[src/hdl/crcfrm_pkg.sv]
// ----------------------------------------------------------------------------
// CRC frame receive package
// Frame byte positions, match constants, CRC16 byte update and the
// transaction struct between the input stage and the frame logic.
// ----------------------------------------------------------------------------
package crcfrm_pkg;

   localparam logic [15:0] CRC_INIT  = 16'hFFFF;
   localparam logic [15:0] CRC_POLY  = 16'h1021;
   localparam logic [7:0]  START_ONE = 8'hFA;
   localparam logic [7:0]  START_TWO = 8'hFB;
   localparam logic [7:0]  CMD_HP    = 8'h41;

   typedef enum logic [2:0] {
      POS_SYNC_A,
      POS_SYNC_B,
      POS_CMD,
      POS_LEN,
      POS_HP,
      POS_CRC_LO,
      POS_CRC_HI
   } pos_type;

   typedef struct packed {
      logic       valid;
      logic [7:0] data;
   } byte_xfer_type;

   // CRC16-CCITT, MSB first, one byte
   function automatic logic [15:0] crc_take_byte(input logic [15:0] crc,
                                                 input logic [7:0]  data);
      logic [15:0] c;
      c = crc ^ {data, 8'h00};
      for (int k = 0; k < 8; k++) begin
         c = c[15] ? ({c[14:0], 1'b0} ^ CRC_POLY) : {c[14:0], 1'b0};
      end
      return c;
   endfunction

endpackage

[src/hdl/crcfrm_frame.sv]
// ----------------------------------------------------------------------------
// CRC frame logic
// Tracks the byte position within a seven-byte frame, runs the CRC, checks
// start and command bytes and registers one result per frame.
// ----------------------------------------------------------------------------
module crcfrm_frame (
   input  logic                      clock,
   input  logic                      reset,
   input  crcfrm_pkg::byte_xfer_type in_xfer,
   output logic                      in_take,
   output logic                      rsp_valid,
   input  logic                      rsp_ready,
   output logic [7:0]                rsp_hp,
   output logic                      rsp_frame_ok
);
   import crcfrm_pkg::*;

   pos_type     pos_ff, pos_in;
   logic [15:0] crc_ff, crc_in;
   logic        hdr_ff, hdr_in;
   logic [7:0]  hp_held_ff, hp_held_in;
   logic [7:0]  crc_lo_ff, crc_lo_in;
   logic        rsp_valid_ff, rsp_valid_in;
   logic [7:0]  rsp_hp_ff, rsp_hp_in;
   logic        rsp_ok_ff, rsp_ok_in;

   logic [15:0] crc_next;
   logic        last_byte;
   logic        slot_free;
   logic        frame_good;

   assign crc_next   = crc_take_byte(crc_ff, in_xfer.data);
   assign last_byte  = (pos_ff != POS_SYNC_A) && (pos_ff != POS_SYNC_B) &&
                       (pos_ff != POS_CMD) && (pos_ff != POS_LEN) &&
                       (pos_ff != POS_HP) && (pos_ff != POS_CRC_LO);
   assign slot_free  = !rsp_valid_ff || rsp_ready;
   // bytes that finish no frame never wait on the result side
   assign in_take    = in_xfer.valid && (!last_byte || slot_free);
   assign frame_good = hdr_ff && ({in_xfer.data, crc_lo_ff} == crc_ff);

   always_comb begin
      pos_in       = pos_ff;
      crc_in       = crc_ff;
      hdr_in       = hdr_ff;
      hp_held_in   = hp_held_ff;
      crc_lo_in    = crc_lo_ff;
      rsp_hp_in    = rsp_hp_ff;
      rsp_ok_in    = rsp_ok_ff;
      rsp_valid_in = rsp_valid_ff && !rsp_ready;
      if (in_take) begin
         case (pos_ff)
            POS_SYNC_A: begin
               if (in_xfer.data != START_ONE) hdr_in = 1'b0;
               crc_in = crc_next;
               pos_in = POS_SYNC_B;
            end
            POS_SYNC_B: begin
               if (in_xfer.data != START_TWO) hdr_in = 1'b0;
               crc_in = crc_next;
               pos_in = POS_CMD;
            end
            POS_CMD: begin
               if (in_xfer.data != CMD_HP) hdr_in = 1'b0;
               crc_in = crc_next;
               pos_in = POS_LEN;
            end
            POS_LEN: begin
               crc_in = crc_next;
               pos_in = POS_HP;
            end
            POS_HP: begin
               hp_held_in = in_xfer.data;
               crc_in     = crc_next;
               pos_in     = POS_CRC_LO;
            end
            POS_CRC_LO: begin
               crc_lo_in = in_xfer.data;
               pos_in    = POS_CRC_HI;
            end
            default: begin
               // CRC high byte: close the frame and load the result
               rsp_valid_in = 1'b1;
               rsp_hp_in    = hp_held_ff;
               rsp_ok_in    = frame_good;
               pos_in       = POS_SYNC_A;
               crc_in       = CRC_INIT;
               hdr_in       = 1'b1;
            end
         endcase
      end
   end

   always_ff @(posedge clock) begin
      if (reset) begin
         pos_ff       <= POS_SYNC_A;
         crc_ff       <= CRC_INIT;
         hdr_ff       <= 1'b1;
         rsp_valid_ff <= 1'b0;
      end else begin
         pos_ff       <= pos_in;
         crc_ff       <= crc_in;
         hdr_ff       <= hdr_in;
         rsp_valid_ff <= rsp_valid_in;
      end
   end

   always_ff @(posedge clock) begin
      hp_held_ff <= hp_held_in;
      crc_lo_ff  <= crc_lo_in;
      rsp_hp_ff  <= rsp_hp_in;
      rsp_ok_ff  <= rsp_ok_in;
   end

   assign rsp_valid    = rsp_valid_ff;
   assign rsp_hp       = rsp_hp_ff;
   assign rsp_frame_ok = rsp_ok_ff;

endmodule

[config.mk]
export PLATFORM = sky130hd
export DESIGN_NAME = crcfrm_frame
export DESIGN_NICKNAME = d
export VERILOG_FILES = /design/src/hdl/crcfrm_pkg.sv /design/src/hdl/crcfrm_frame.sv
export SDC_FILE = /design/constraint.sdc
export NUM_CORES = 1
export LEC_CHECK = 0
export ABC_CLOCK_PERIOD_IN_PS = 2690
export BUFFER_PORTS_ARGS = -buffer_cell sky130_fd_sc_hd__buf_2
export CORE_UTILIZATION = 45
export CTS_CLUSTER_DIAMETER = 30
export DETAILED_ROUTE_END_ITERATION = 8
export PLACE_DENSITY = 0.64
export SYNTH_ARGS = -nofsm -noshare
export SYNTH_HDL_FRONTEND = slang
export SYNTH_SLANG_ARGS = --single-unit
[constraint.sdc]
create_clock -name clock -period 2.69 [get_ports clock]
set_clock_uncertainty 0.1 [all_clocks]
set_input_delay 0.1345 -clock clock [delete_from_list [all_inputs] [get_ports clock]]
set_output_delay 0.1345 -clock clock [all_outputs]
set_load 0.02 [all_outputs]
== Word level (Yosys, flattened, before mapping) ==
Cells that the tools add are included.
Word-level totals
  register bits: 46
  input bits: 12
Operators by class
  equality and inequality tests: 17
  multiplexer cells: 16
  bitwise logic cells: 12
  reductions and logical operators: 23
Operators with widths (number)
  $mux W13: 8
  $pmux W16 S2: 1
  $not A3 Y3: 8
  $pmux W3 S6: 1
  $eq A16 B16 Y1: 1
  $ne A8 B8 Y1 const B: 2
  $xor A16 B16 Y16: 1
  $logic_and A1 B1 Y1: 8
  $ne A8 B7 Y1 const B: 1
  $reduce_and A2 Y1: 4
  $eq A3 B2 Y1 const B: 2
  $eq A3 B3 Y1 const B: 2
  $ne A2 B2 Y1 const B: 3
  $ne A3 B2 Y1 const B: 2
  $ne A3 B3 Y1 const B: 2
  $reduce_or A6 Y1: 1
  $mux W1: 5
  $reduce_and A5 Y1: 1
  $reduce_or A5 Y1: 1
  $pmux W1 S4: 1
  $eq A3 B1 Y1 const B: 1
  $logic_not A1 Y1: 3
  $logic_not A3 Y1: 1
  $ne A3 B1 Y1 const B: 1
  4 further kinds: 7

== Longest topological paths before layout ==
  depth in word-level cells: 18
  depth in mapped cells: 5
  depth with buffers taken out: 4

== Worst setup path before layout ==
No wires, ideal clock.
  kind: reg-to-reg
  from: register pos_ff[2]
  to: register hp_held_ff[0], enable pin
  library setup time: 0.395 ns
  arrival time: 1.592 ns
  data required time: 2.195 ns
  slack: 0.603 ns
  stages on the path, launching flop included: 4
  path buffers: 1
  clock period less this slack: 2.087 ns
  path through: dfxtp_1 clkbuf_1 inv_1 nor4_1
On the way
  word-level cells in the longest chain between the ends: 10
RTL lines
  start, declared: line crcfrm_frame.sv:18  | pos_type pos_ff, pos_in;
  start signal, assigned: line crcfrm_frame.sv:100  | pos_ff <= pos_in;
  $ne A3 B1 Y1 or $reduce_bool A3 Y1 (tied branches): line crcfrm_frame.sv:33  | assign last_byte = (pos_ff != POS_SYNC_A) && (pos_ff != POS_SYNC_B) &&
  $logic_and A1 B1 Y1 (2 in series): line crcfrm_frame.sv:33
  $logic_and A1 B1 Y1 (2 in series): line crcfrm_frame.sv:34  | (pos_ff != POS_CMD) && (pos_ff != POS_LEN) &&
  $logic_and A1 B1 Y1: line crcfrm_frame.sv:35  | (pos_ff != POS_HP) && (pos_ff != POS_CRC_LO);
  $logic_not A1 Y1: line crcfrm_frame.sv:38  | assign in_take = in_xfer.valid && (!last_byte || slot_free);
  $logic_or A1 B1 Y1: line crcfrm_frame.sv:38
  $logic_and A1 B1 Y1: line crcfrm_frame.sv:38
  $reduce_and A2 Y1 (no line) (*)
  end signal, assigned: line crcfrm_frame.sv:108  | hp_held_ff <= hp_held_in;
  end, declared: line crcfrm_frame.sv:21  | logic [7:0] hp_held_ff, hp_held_in;
Every way passes the cells marked *; elsewhere a longest branch is shown, timed or not.
A chain may end at the register's enable or synchronous reset.

== Worst setup path after layout ==
  from: register pos_ff[1]
  to: register rsp_hp_ff[4] (netlist: rsp_hp[4]), enable pin
On the way
  word-level cells in the longest chain between the ends: 10
RTL lines
  $ne A3 B1 Y1 or $reduce_bool A3 Y1 (tied branches): line crcfrm_frame.sv:33
  $logic_and A1 B1 Y1 (2 in series): line crcfrm_frame.sv:33
  $logic_and A1 B1 Y1 (2 in series): line crcfrm_frame.sv:34
  $logic_and A1 B1 Y1: line crcfrm_frame.sv:35
  $logic_not A1 Y1: line crcfrm_frame.sv:38
  $logic_or A1 B1 Y1: line crcfrm_frame.sv:38
  $logic_and A1 B1 Y1: line crcfrm_frame.sv:38
  $reduce_and A2 Y1 (no line) (*)
  end signal, assigned: line crcfrm_frame.sv:110  | rsp_hp_ff <= rsp_hp_in;
  end, declared: line crcfrm_frame.sv:24  | logic [7:0] rsp_hp_ff, rsp_hp_in;
Marked as above.

==> impl_metrics.toml <==
[floorplan]
row_count = 23
core_area_mm2 = 0.00414
initial_utilization = 0.485
die_area_mm2 = 0.00474
io-pin-count = 23
die_h_um = 68.8
die_w_um = 68.8

[timing]
maxSlewHeadroom = 0.466
fin_hold_ws_ns = 0.0148
fmax_ghz = 0.539
slew_violations = 0
hold_violations = 0
setup_viol = 0
finalCriticalPeriod_ns = 1.86
period_share = 0.690
layout_setup_ws_ns = 0.834
worst_slew_pin_slew_ns = 0.797
rsz0062_at_grt = "no"
fin_tns_setup_ns = 0

[grt]
grt_pass1_wl_um = 6180
grt-ovfl-total = 0
grt_antenna_before_repair = 0
track_usage = 0.189
grt_max_degree = 18
grt_pass1_vias = 1289

[clock_tree]
cts_tree = "yes"
ctsResizeCount = 0
clock_path_buffers = 2
cts_sinks = 46
clk_pin_slew_ns = 0.08
cts_buffers = 5
clk-insertion-delay-late_ns = 0.29
ctsHtreeMaxLevel = 2
ctsRootBufferMaster = "clkbuf_8"

[power]
power.internal_mw = 1.38
sequentialPowerShare = 0.467
p_switching_mw = 0.595
power_leakage_nw = 0.835
p_sw_frac = 0.302
power.density_mw_per_mm2 = 858
vdd_drop_max_mv = 0.405
combPwrFrac = 0.276
power_frac_clock = 0.257
fin_total_pwr_mw = 1.97

[status]
outcome = "completed"

[final_layout]
stdcell_area_mm2 = 0.00230
finish.utilization = 0.555
drive_gt1_frac = 0.186
fin_cells = 244
syn2layout_area_growth_pct = 14.4
antenna_cells = 0
final_net_count = 205

[critical_path]
critical_path.endpoint = "rsp_hp[4]"
worstSetupPathType = "reg2reg"
cpMaxStageDelayCell = "nor2_1"
start_kind = "flip-flop"
crit_path_end_kind = "flip-flop"
crit_arrival_ns = 1.68
cp.depth = 2
reg2reg_to = "rsp_hp[4]"
r2r_setup_slack_ns = 0.83
cp_max_fo = 15
r2r_start = "pos_ff[1]"
max_stage_delay_ns = 0.64
startpoint = "pos_ff[1]"
rr_worst_depth = 2
cp.required_ns = 2.52
critPathBufInv = 0
cp_top_family = "simple AND/OR/NAND/NOR gates"
path_cells = "nand3_1, nor2_1"

[synth]
ys_warn_count = 0
synth.distinct_cells = 35
syn-num-nets = 179
syn_inst = 167
syn-cell-area_mm2 = 0.00201
synth_seq_cells = 46
avgSynthCellArea_um2 = 12.0
ys_seq_area_frac = 0.583

[worst_hold_path]
hp-class = "in2reg"

[detailed_routing]
vias = 1361
antenna_left = 0
drc = 0
wl_per_cell_um = 15.8
first_iter_violations = 98
totalWireLength_um = 3850
vias_per_cell = 5.58
dr.pass1.iters = 4

[placement]
gp_congestion = 0.874
dpl_cell_area_mm2 = 0.00217
place_ws_ns = 0.855
placed_cells = 234
dp.final_hpwl_um = 2870
portBuffers = 22

[flow_run]
max-cap-violations = 0
==> logic make-up after synthesis <==
kind of cell    Yosys count  synth area share
flops                    46             0.583
buf+inv                   9            0.0174
compound gates           40             0.138
xor+xnor                 33             0.155
simple gates             39             0.106
==> cells in the mapped netlist <==
cell / number / area [um^2]
a2111oi_0: 1 / 8.76
or4_1: 1 / 7.51
buf_2: 1 / 5.00
nor3_1: 2 / 10.0
and4_1: 2 / 17.5
nor2_1: 10 / 37.5
xnor2_1: 20 / 175
edfxtp_1: 25 / 751
a2bb2oi_1: 7 / 61.3
clkbuf_1: 5 / 18.8
nor4_1: 8 / 50.1
xor2_1: 10 / 87.6
a21oi_1: 12 / 60.1
nand2b_1: 2 / 12.5
xor2_2: 2 / 32.5
o21bai_1: 8 / 60.1
and3b_1: 1 / 8.76
o32a_1: 1 / 10.0
xnor2_2: 1 / 16.3
a211o_1: 1 / 8.76
nand2_1: 4 / 15.0
o21ai_0: 3 / 15.0
a21o_2: 1 / 8.76
nand4_1: 4 / 25.0
and3_1: 1 / 6.26
dfxtp_1: 21 / 420
a22oi_1: 1 / 7.51
o21ai_2: 1 / 8.76
inv_1: 2 / 7.51
o21a_1: 2 / 15.0
a31oi_1: 1 / 6.26
nand3_1: 1 / 5.00
clkinv_1: 1 / 3.75
nor2b_1: 3 / 18.8
o211ai_1: 1 / 7.51
==> cell type report <==
cell class | instances | area [um^2]
repair buffers | 25 | 138
flip-flops and latches | 46 | 1170
inverters | 3 | 11.3
well taps | 50 | 62.6
multi-input cells | 112 | 803
fillers | 367 | 1850
clock inverters | 3 | 43.8
clock buffers | 5 | 68.8
==> how the worst min path moves through the flow <==
stage / startpoint / endpoint / slack [ns] / cells after the start
after CTS: in_xfer[6] / crc_lo_ff[6] / 0.005 / 1
after floorplan: in_xfer[0] / crc_lo_ff[0] / 0.13 / 0
after global placement: in_xfer[3] / hp_held_ff[3] / 0.27 / 1
final: in_xfer[5] / crc_lo_ff[5] / 0.01 / 1
after detailed placement: in_xfer[3] / hp_held_ff[3] / 0.28 / 1
after global routing: in_xfer[6] / hp_held_ff[6] / 0.007 / 1
==> metal layers <==
layer  share of wire  track usage  routed length [um]  vias to the layer above
li1                -            -                   -                      669
met1            0.48        0.259                1870                      649
met2            0.44        0.278                1710                       34
met3           0.042       0.0411                 160                        9
met4           0.029       0.0995                 112                        0
met5               0            0                   0                        -
==> power by group through the flow <==
stage | Combinational, mW | Clock, mW | Sequential (mW)
after floorplan | 0.451 | 0 | 0.904
after global placement | 0.532 | 0 | 0.932
after detailed placement | 0.540 | 0 | 0.934
after CTS | 0.547 | 0.516 | 0.918
after global routing | 0.596 | 0.548 | 0.933
final | 0.544 | 0.507 | 0.921
==> layout by cell type, fill, tap and decap left out, types with 2 or more instances in the layout <==
cell | synthesis | final
nand2b_1 | 2 | 2
o21ai_0 | 3 | 3
clkbuf_8 | 0 | 5
xor2_2 | 2 | 2
nand4_1 | 4 | 4
dfxtp_1 | 21 | 21
buf_2 | 1 | 22
nor2_1 | 10 | 10
o21a_1 | 2 | 2
nand2_1 | 4 | 4
xnor2_1 | 20 | 20
dlygate4sd3_1 | 0 | 2
o21bai_1 | 8 | 8
and4_1 | 2 | 2
nor2b_1 | 3 | 3
xor2_1 | 10 | 10
nor3_1 | 2 | 2
a2bb2oi_1 | 7 | 7
nor4_1 | 8 | 8
a21oi_1 | 12 | 12
edfxtp_1 | 25 | 25
inv_1 | 2 | 2
==> repair_timing <==
action	4_1_cts	5_1_grt
endpoints found under the hold margin	4	0
buffers inserted	0	0
hold buffers	2	0
==> sequential cells by signal, indices dropped and copies added, names as in the netlist <==
name / flops
crc_ff: 16
crc_lo_ff: 8
hdr_ff: 1
hp_held_ff: 8
pos_ff: 3
rsp_frame_ok: 1
rsp_hp: 8
rsp_valid: 1
(Power assumes the default switching activity.)
